==> src/sv/spms_pkg.sv <==
`timescale 1ns / 1ps
// Shared types and constants for the stride pattern mode selector.
package spms_pkg;

  localparam int ADDRESS_BITS_DEF = 48;
  localparam int COUNTER_BITS_DEF = 16;

  localparam int SHIFT_BITS      = 4;
  localparam int WINDOW_BITS     = 16;
  localparam int MODE_BITS       = 2;
  localparam int CFG_INDEX_BITS  = 1;
  localparam int CFG_DATA_BITS   = 16;
  localparam int OUT_TDATA_BITS  = 8;
  localparam int OUT_CHANGED_BIT = 2;
  localparam int NUM_CLASSES     = 6;

  localparam logic [SHIFT_BITS-1:0]  LINE_SIZE_LOG2_RESET = 4'd6;
  localparam logic [WINDOW_BITS-1:0] WINDOW_LENGTH_RESET  = 16'd256;

  // Ratio test: RATIO_DEN * count > RATIO_NUM * total, i.e. count over 0.6 of total
  localparam int RATIO_NUM = 3;
  localparam int RATIO_DEN = 5;

  typedef enum logic [MODE_BITS-1:0] {
    MODE_DISABLED = 2'd0,
    MODE_STRIDE   = 2'd1,
    MODE_TAGGED   = 2'd2
  } mode_t;

  typedef enum logic [2:0] {
    CL_SAME   = 3'd0,
    CL_NEXT   = 3'd1,
    CL_STREAM = 3'd2,
    CL_BACK   = 3'd3,
    CL_FIXED  = 3'd4,
    CL_RANDOM = 3'd5
  } class_t;

  typedef enum logic [CFG_INDEX_BITS-1:0] {
    REG_LINE_SIZE_LOG2 = 1'b0,
    REG_WINDOW_LENGTH  = 1'b1
  } reg_index_t;

  typedef struct packed {
    class_t cls;
    logic   neg;
  } class_info_t;

endpackage

==> src/sv/spms_classify.sv <==
`timescale 1ns / 1ps
// Access classifier: stride against the previous read line and its class.
module spms_classify #(
  parameter int ADDRESS_BITS = spms_pkg::ADDRESS_BITS_DEF
) (
  input  logic [ADDRESS_BITS-1:0] line,
  input  logic [ADDRESS_BITS-1:0] prev_line,
  input  logic                    prev_neg,
  input  logic [ADDRESS_BITS-1:0] prev_abs,
  input  logic                    history_valid,
  output spms_pkg::class_info_t   info,
  output logic [ADDRESS_BITS-1:0] mag
);
  import spms_pkg::*;

  logic                    neg_raw;
  logic [ADDRESS_BITS-1:0] diff_up;
  logic [ADDRESS_BITS-1:0] diff_dn;
  logic [ADDRESS_BITS-1:0] mag_raw;

  assign neg_raw = line < prev_line;
  assign diff_up = line - prev_line;
  assign diff_dn = prev_line - line;
  assign mag_raw = neg_raw ? diff_dn : diff_up;

  always_comb begin
    info.neg = neg_raw;
    mag      = mag_raw;
    if (!history_valid) begin
      // first read: load history with a zero stride
      info.cls = CL_RANDOM;
      info.neg = 1'b0;
      mag      = '0;
    end else if (mag_raw == '0) begin
      info.cls = CL_SAME;
    end else if (mag_raw == ADDRESS_BITS'(1)) begin
      if (prev_abs == ADDRESS_BITS'(1) && prev_neg == neg_raw) begin
        info.cls = CL_STREAM;
      end else begin
        info.cls = neg_raw ? CL_BACK : CL_NEXT;
      end
    end else begin
      info.cls = (mag_raw == prev_abs) ? CL_FIXED : CL_RANDOM;
    end
  end

endmodule

==> src/sv/stride_pattern_mode_selector.sv <==
`timescale 1ns / 1ps
// Stride pattern mode selector: classifies reads and re-chooses the prefetch mode.
//
//  channel | direction | handshake            | payload
//  s_*     | in        | s_tvalid / s_tready  | tdata: access_address; tuser: is_write
//  m_*     | out       | m_tvalid / m_tready  | tdata: prefetch_mode, mode_changed
//  cfg_*   | in        | cfg_valid / cfg_ready| cfg_index, cfg_data
//
// One access per cycle while the result is not stalled: an input register that forms the
// line number, then classify, count and decide into the result register.
// The classify-count-decide path is combinational, so accesses follow back to back.
// rst (synchronous) clears counters, history and mode (mode returns to stride).
// A stalled result holds; the input register keeps taking requests while
// the result register can be emptied in the same cycle.
module stride_pattern_mode_selector #(
  parameter int ADDRESS_BITS = spms_pkg::ADDRESS_BITS_DEF,
  parameter int COUNTER_BITS = spms_pkg::COUNTER_BITS_DEF
) (
  input  logic                                     clk,
  input  logic                                     rst,
  input  logic                                     s_tvalid,
  output logic                                     s_tready,
  input  logic [((ADDRESS_BITS+7)/8)*8-1:0]        s_tdata,   // access_address
  input  logic [0:0]                               s_tuser,   // is_write
  output logic                                     m_tvalid,
  input  logic                                     m_tready,
  output logic [spms_pkg::OUT_TDATA_BITS-1:0]      m_tdata,   // prefetch_mode, mode_changed
  input  logic                                     cfg_valid,
  output logic                                     cfg_ready,
  input  logic [spms_pkg::CFG_INDEX_BITS-1:0]      cfg_index,
  input  logic [spms_pkg::CFG_DATA_BITS-1:0]       cfg_data
);
  import spms_pkg::*;

  localparam int TOTAL_BITS   = COUNTER_BITS + 3;
  localparam int ORDERED_BITS = COUNTER_BITS + 2;
  localparam int PROD_BITS    = COUNTER_BITS + 6;
  localparam int CMP_BITS     = (COUNTER_BITS > WINDOW_BITS) ? COUNTER_BITS : WINDOW_BITS;

  // configuration
  logic [SHIFT_BITS-1:0]  line_size_log2;
  logic [WINDOW_BITS-1:0] window_length;

  assign cfg_ready = 1'b1;

  always_ff @(posedge clk) begin
    if (rst) begin
      line_size_log2 <= LINE_SIZE_LOG2_RESET;
      window_length  <= WINDOW_LENGTH_RESET;
    end else if (cfg_valid) begin
      case (reg_index_t'(cfg_index))
        REG_LINE_SIZE_LOG2: line_size_log2 <= cfg_data[SHIFT_BITS-1:0];
        REG_WINDOW_LENGTH:  window_length  <= cfg_data[WINDOW_BITS-1:0];
        default: ;
      endcase
    end
  end

  // input register
  logic                    in_valid;
  logic [ADDRESS_BITS-1:0] in_line;
  logic                    in_write;
  logic                    advance;

  assign advance  = in_valid && (!m_tvalid || m_tready);
  assign s_tready = !in_valid || advance;

  always_ff @(posedge clk) begin
    if (rst) begin
      in_valid <= 1'b0;
    end else if (s_tready) begin
      in_valid <= s_tvalid;
    end
  end

  always_ff @(posedge clk) begin
    if (s_tvalid && s_tready) begin
      in_line  <= s_tdata[ADDRESS_BITS-1:0] >> line_size_log2;
      in_write <= s_tuser[0];
    end
  end

  // history and statistics
  logic                    history_valid;
  logic [ADDRESS_BITS-1:0] previous_line;
  logic                    previous_neg;
  logic [ADDRESS_BITS-1:0] previous_abs_stride;
  logic [COUNTER_BITS-1:0] class_count [NUM_CLASSES];
  logic [TOTAL_BITS-1:0]   total;
  logic [ORDERED_BITS-1:0] ordered;
  logic [COUNTER_BITS-1:0] window_count;
  mode_t                   current_mode;

  class_info_t             info;
  logic [ADDRESS_BITS-1:0] mag;

  spms_classify #(
    .ADDRESS_BITS(ADDRESS_BITS)
  ) u_classify (
    .line          (in_line),
    .prev_line     (previous_line),
    .prev_neg      (previous_neg),
    .prev_abs      (previous_abs_stride),
    .history_valid (history_valid),
    .info          (info),
    .mag           (mag)
  );

  logic                    counted;
  logic [NUM_CLASSES-1:0]  inc;
  logic [COUNTER_BITS-1:0] count_upd [NUM_CLASSES];
  logic [TOTAL_BITS-1:0]   total_upd;
  logic [ORDERED_BITS-1:0] ordered_upd;
  logic [COUNTER_BITS-1:0] window_upd;
  logic [PROD_BITS-1:0]    thr;
  logic [PROD_BITS-1:0]    random_x;
  logic [PROD_BITS-1:0]    same_x;
  logic [PROD_BITS-1:0]    ordered_x;
  logic                    decide;
  mode_t                   mode_new;
  mode_t                   mode_next;
  logic                    changed;

  always_comb begin
    counted = advance && !in_write;
    for (int i = 0; i < NUM_CLASSES; i++) begin
      // saturate: drop the increment when the counter is full
      inc[i] = counted && (info.cls == class_t'(i)) && !(&class_count[i]);
      count_upd[i] = class_count[i] + COUNTER_BITS'(inc[i]);
    end
    total_upd   = total + TOTAL_BITS'(|inc);
    ordered_upd = ordered + ORDERED_BITS'(inc[CL_NEXT] | inc[CL_STREAM] |
                                          inc[CL_BACK] | inc[CL_FIXED]);
    window_upd  = window_count + COUNTER_BITS'(counted && !(&window_count));

    thr       = PROD_BITS'(total_upd) * PROD_BITS'(RATIO_NUM);
    random_x  = PROD_BITS'(count_upd[CL_RANDOM]) * PROD_BITS'(RATIO_DEN);
    same_x    = PROD_BITS'(count_upd[CL_SAME]) * PROD_BITS'(RATIO_DEN);
    ordered_x = PROD_BITS'(ordered_upd) * PROD_BITS'(RATIO_DEN);

    if (random_x > thr || same_x > thr) begin
      mode_new = MODE_DISABLED;
    end else if (ordered_x > thr) begin
      mode_new = MODE_STRIDE;
    end else begin
      mode_new = MODE_TAGGED;
    end

    // an empty window decides nothing
    decide    = advance && (CMP_BITS'(window_upd) >= CMP_BITS'(window_length)) &&
                (total_upd != '0);
    mode_next = decide ? mode_new : current_mode;
    changed   = mode_next != current_mode;
  end

  always_ff @(posedge clk) begin
    if (rst) begin
      history_valid <= 1'b0;
      previous_neg  <= 1'b0;
      for (int i = 0; i < NUM_CLASSES; i++) begin
        class_count[i] <= '0;
      end
      total        <= '0;
      ordered      <= '0;
      window_count <= '0;
      current_mode <= MODE_STRIDE;
    end else if (advance) begin
      if (counted) begin
        history_valid <= 1'b1;
        previous_neg  <= info.neg;
      end
      if (decide) begin
        for (int i = 0; i < NUM_CLASSES; i++) begin
          class_count[i] <= '0;
        end
        total        <= '0;
        ordered      <= '0;
        window_count <= '0;
      end else begin
        for (int i = 0; i < NUM_CLASSES; i++) begin
          class_count[i] <= count_upd[i];
        end
        total        <= total_upd;
        ordered      <= ordered_upd;
        window_count <= window_upd;
      end
      current_mode <= mode_next;
    end
  end

  always_ff @(posedge clk) begin
    if (counted) begin
      previous_line       <= in_line;
      previous_abs_stride <= mag;
    end
  end

  // result register
  mode_t out_mode;
  logic  out_changed;

  always_ff @(posedge clk) begin
    if (rst) begin
      m_tvalid <= 1'b0;
    end else if (advance) begin
      m_tvalid <= 1'b1;
    end else if (m_tready) begin
      m_tvalid <= 1'b0;
    end
  end

  always_ff @(posedge clk) begin
    if (advance) begin
      out_mode    <= mode_next;
      out_changed <= changed;
    end
  end

  assign m_tdata = {(OUT_TDATA_BITS-MODE_BITS-1)'(0), out_changed, out_mode};

endmodule

==> config.mk <==
export PLATFORM = sky130hd
export DESIGN_NAME = stride_pattern_mode_selector
export DESIGN_NICKNAME = d
export VERILOG_FILES = /design/src/sv/spms_pkg.sv /design/src/sv/spms_classify.sv /design/src/sv/stride_pattern_mode_selector.sv
export SDC_FILE = /design/constraint.sdc
export NUM_CORES = 1
export LEC_CHECK = 0
export BUFFER_PORTS_ARGS = -buffer_cell sky130_fd_sc_hd__buf_2
export CORE_ASPECT_RATIO = 0.8
export CORE_UTILIZATION = 60
export DETAILED_ROUTE_END_ITERATION = 10
export PLACE_DENSITY = 0.86
export SLEW_MARGIN = 15
export SYNTH_ARGS = -nofsm -noshare
export SYNTH_HDL_FRONTEND = slang
export SYNTH_SLANG_ARGS = --single-unit
export TNS_END_PERCENT = 1
==> constraint.sdc <==
create_clock -name clk -period 25.8 [get_ports clk]
set_input_delay 2.58 -clock clk [delete_from_list [all_inputs] [get_ports clk]]
set_output_delay 2.58 -clock clk [all_outputs]
set_load 0.005 [all_outputs]
==> impl_metrics.csv <==
group,metric,value,unit
global_routing,overflow,0,
synthesis,yosysMostFrequentCell,"nor2_1",
synthesis,syn_inst,3161,
setup_path,timing.rr.start,"in_line[18]",
setup_path,crit_arrival,12.30,ns
routing,dr_total_vias,24470,
placement,gp_congestion,1.038,
sta,rsz0062_at_grt,"no",
routing,wire_per_inst,20.57,um
finish,syn_to_final_growth,6.272,%
synthesis,synth_top_area_cell,"edfxtp_1",
die,die_width,245.9,um
routing,route.detailed.drc,0,
finish,drive_gt1_frac,0.08735,
finish,final_cells,3815,
global_routing,grt_pass1_wl,123700,um
sta,max-slew-margin-rel,0.3159,
synthesis,avgSynthCellArea,9.032,um^2
setup_path,crit_path_max_fanout,36,
clocking,htree_num_levels,2,
sta,max_freq,84.01,MHz
clocking,ctsHoldBuffers,0,
run,cap_violations,0,
routing,drt-initial-drc-count,2705,
die,die_height,197.1,um
placement,placed_cells,3748,
routing,ant_nets,0,
sta,tightest_slew,1.015,ns
placement,placed_cell_area,29220,um^2
setup_path,critPathBufInv,2,
clocking,clkTransAtPathRegs,0.07,ns
sta,hold_violations,0,
sta,timing.final.crit_share,0.4614,
global_routing,grt_usage,0.3215,
global_routing,grt_pass1_vias,22310,
synthesis,netlist_area,28550,um^2
die,pin_count,82,
placement,io_buffers,75,
setup_path,worst-path-stages,46,
setup_path,cp.required,26.20,ns
setup_path,start_kind,"flip-flop",
global_routing,grt_antenna_before_repair,3,
setup_path,crit_slowest_cell,"o21a_2",
die,dieArea,48460,um^2
setup_path,cp-startpoint,"in_line[18]",
routing,routed_wirelength,78480,um
sta,finalSetupViolCount,0,
sta,fin_setup_tns,0,ns
sta,slew_violations,0,
placement,dp.final_hpwl,60040,um
synthesis,ys_top_cells_by_area,"edfxtp_1, ha_1, dfxtp_1",
finish,stdcell_area,30340,um^2
routing,viasPerCell,6.415,
clocking,cts_made_buffers,36,
synthesis,synth_cell_types,120,
sta,min_period,11.90,ns
setup_path,cpLargestDelayFamily,"compound AO/OA/AOI/OAI gates",
finish,nets,3534,
finish,fillCellCount,3748,
clocking,post_cts_buffers,0,
synthesis,synth_commonest_cells,"nor2_1, ha_1, nand2_1",
clocking,clockRootBuffer,"clkbuf_16",
synthesis,yosysSeqAreaShare,0.3120,
die,rows,71,
synthesis,async_reset_ff_frac,0,
pwr,p_leak,12.53,nW
finish,utilization,0.6456,
sta,worst_slack,13.90,ns
sta,whs,0.4561,ns
clocking,cts_buffer_depth,3,
synthesis,ys_ff_latch,323,
setup_path,crit_path_end_kind,"flip-flop",
clocking,cts_tree,"yes",
setup_path,worstRegToRegCells,46,
worst_hold_path,min_path_type,"flip-flop to flip-flop",
clocking,numClockSinks,323,
pwr,irDropWorstVdd,0.05266,mV
die,initial_core_util,0.6075,
pwr,finalPower,1.570,mW
synthesis,ys.warnings.count,0,
clocking,cts_resized,0,
setup_path,r2r_slack,13.90,ns
routing,firstDrtPassIters,8,
synthesis,synth_enable_flop_cells,244,
placement,detailedPlace.worstSlack,14.21,ns
setup_path,cp-endpoint,"out_changed",
clocking,clk_latency,0.58,ns
pwr,p_per_area,51.75,nW/um^2
sta,fin_skew,0.02881,ns
outcome,status,"finished, final reports clean",
die,core,46990,um^2
setup_path,cpPeakStageDelay,0.57,ns
global_routing,grt_max_degree,80,
setup_path,crit-reg2reg-capture,"out_changed",
setup_path,worstSetupPathType,"flip-flop to flip-flop",
synthesis,yosys.area.top_type_share,0.2567,
synthesis,ys.flop_type,"edfxtp_1",
[how the worst min path moves through the flow]
stage | slack [ns] | start | cells after the start | to
floorplan | 0.43 | ordered[0] | 2 | ordered[0]
global placement | 0.44 | ordered[0] | 2 | ordered[0]
detailed placement | 0.45 | window_length[14] | 2 | window_length[14]
CTS | 0.45 | window_length[13] | 2 | window_length[13]
global route | 0.47 | window_length[6] | 2 | window_length[6]
finish | 0.46 | window_length[14] | 2 | window_length[14]
[worst min-delay path, stage by stage, from the launching register on]
cell and delay [ns]:
dfxtp_1 0.31, nand2_1 0.05, a21oi_1 0.05
[layout by cell type (no fill, tap or decap), drive strengths merged, types with 35 or more instances in the layout]
cell type  count
inv          191
and2          68
a21o          61
nor2         296
buf           93
nor2b         35
nand4         61
xnor2        151
o21ai        150
mux4          38
xor2         111
nor4          47
nand3        106
a21oi        239
nand2        264
dfxtp         79
edfxtp       244
nand2b        36
mux2i         68
nor3          61
ha           291
clkbuf        49
[registers in the layout (all words and copies together) (netlist names), 2 cells and up]
name,count
previous_line,48
window_count,16
line_size_log2,4
class_count,96
in_line,48
total,19
previous_abs_stride,48
current_mode,2
window_length,16
ordered,18
out_mode,2
[final cells by class]
class                           instances  area, um^2  area share
Multi-Input combinational cell       2523       18310      0.6034
Sequential cell                       323        8912      0.2938
Clock buffer                           49       992.2     0.03270
Tap cell                              620       775.7     0.02557
Inverter                              189       713.2     0.02351
Timing Repair Buffer                   93       510.5     0.01683
Clock inverter                         17       126.4    0.004165
Antenna cell                            1       2.502  0.00008248
[logic make-up after synthesis]
family,synth area share
adder cells (fa/ha/maj),0.1331
multiplexers,0.05847
AND/OR/NAND/NOR,0.1899
flip-flops,0.3120
other,0.0002631
buffers and inverters,0.04795
AO/OA/AOI/OAI,0.1744
XOR/XNOR,0.08384
[metal layers]
layer / part of all wire / global-route usage / vias to the layer above
met3: 0.11 / 0.07078 / 121
li1: - / - / 11550
met5: 0 / 0 / -
met2: 0.41 / 0.4588 / 1293
met1: 0.46 / 0.4897 / 11510
met4: 0.020 / 0.07384 / 0
[report_power, final]
part	switching [mW]	total, mW	internal [mW]
clock	0.223	0.505	0.282
sequential	0.0213	0.611	0.590
combinational	0.290	0.453	0.163
total	0.535	1.57	1.04
Power figures use the tool's default switching activity.
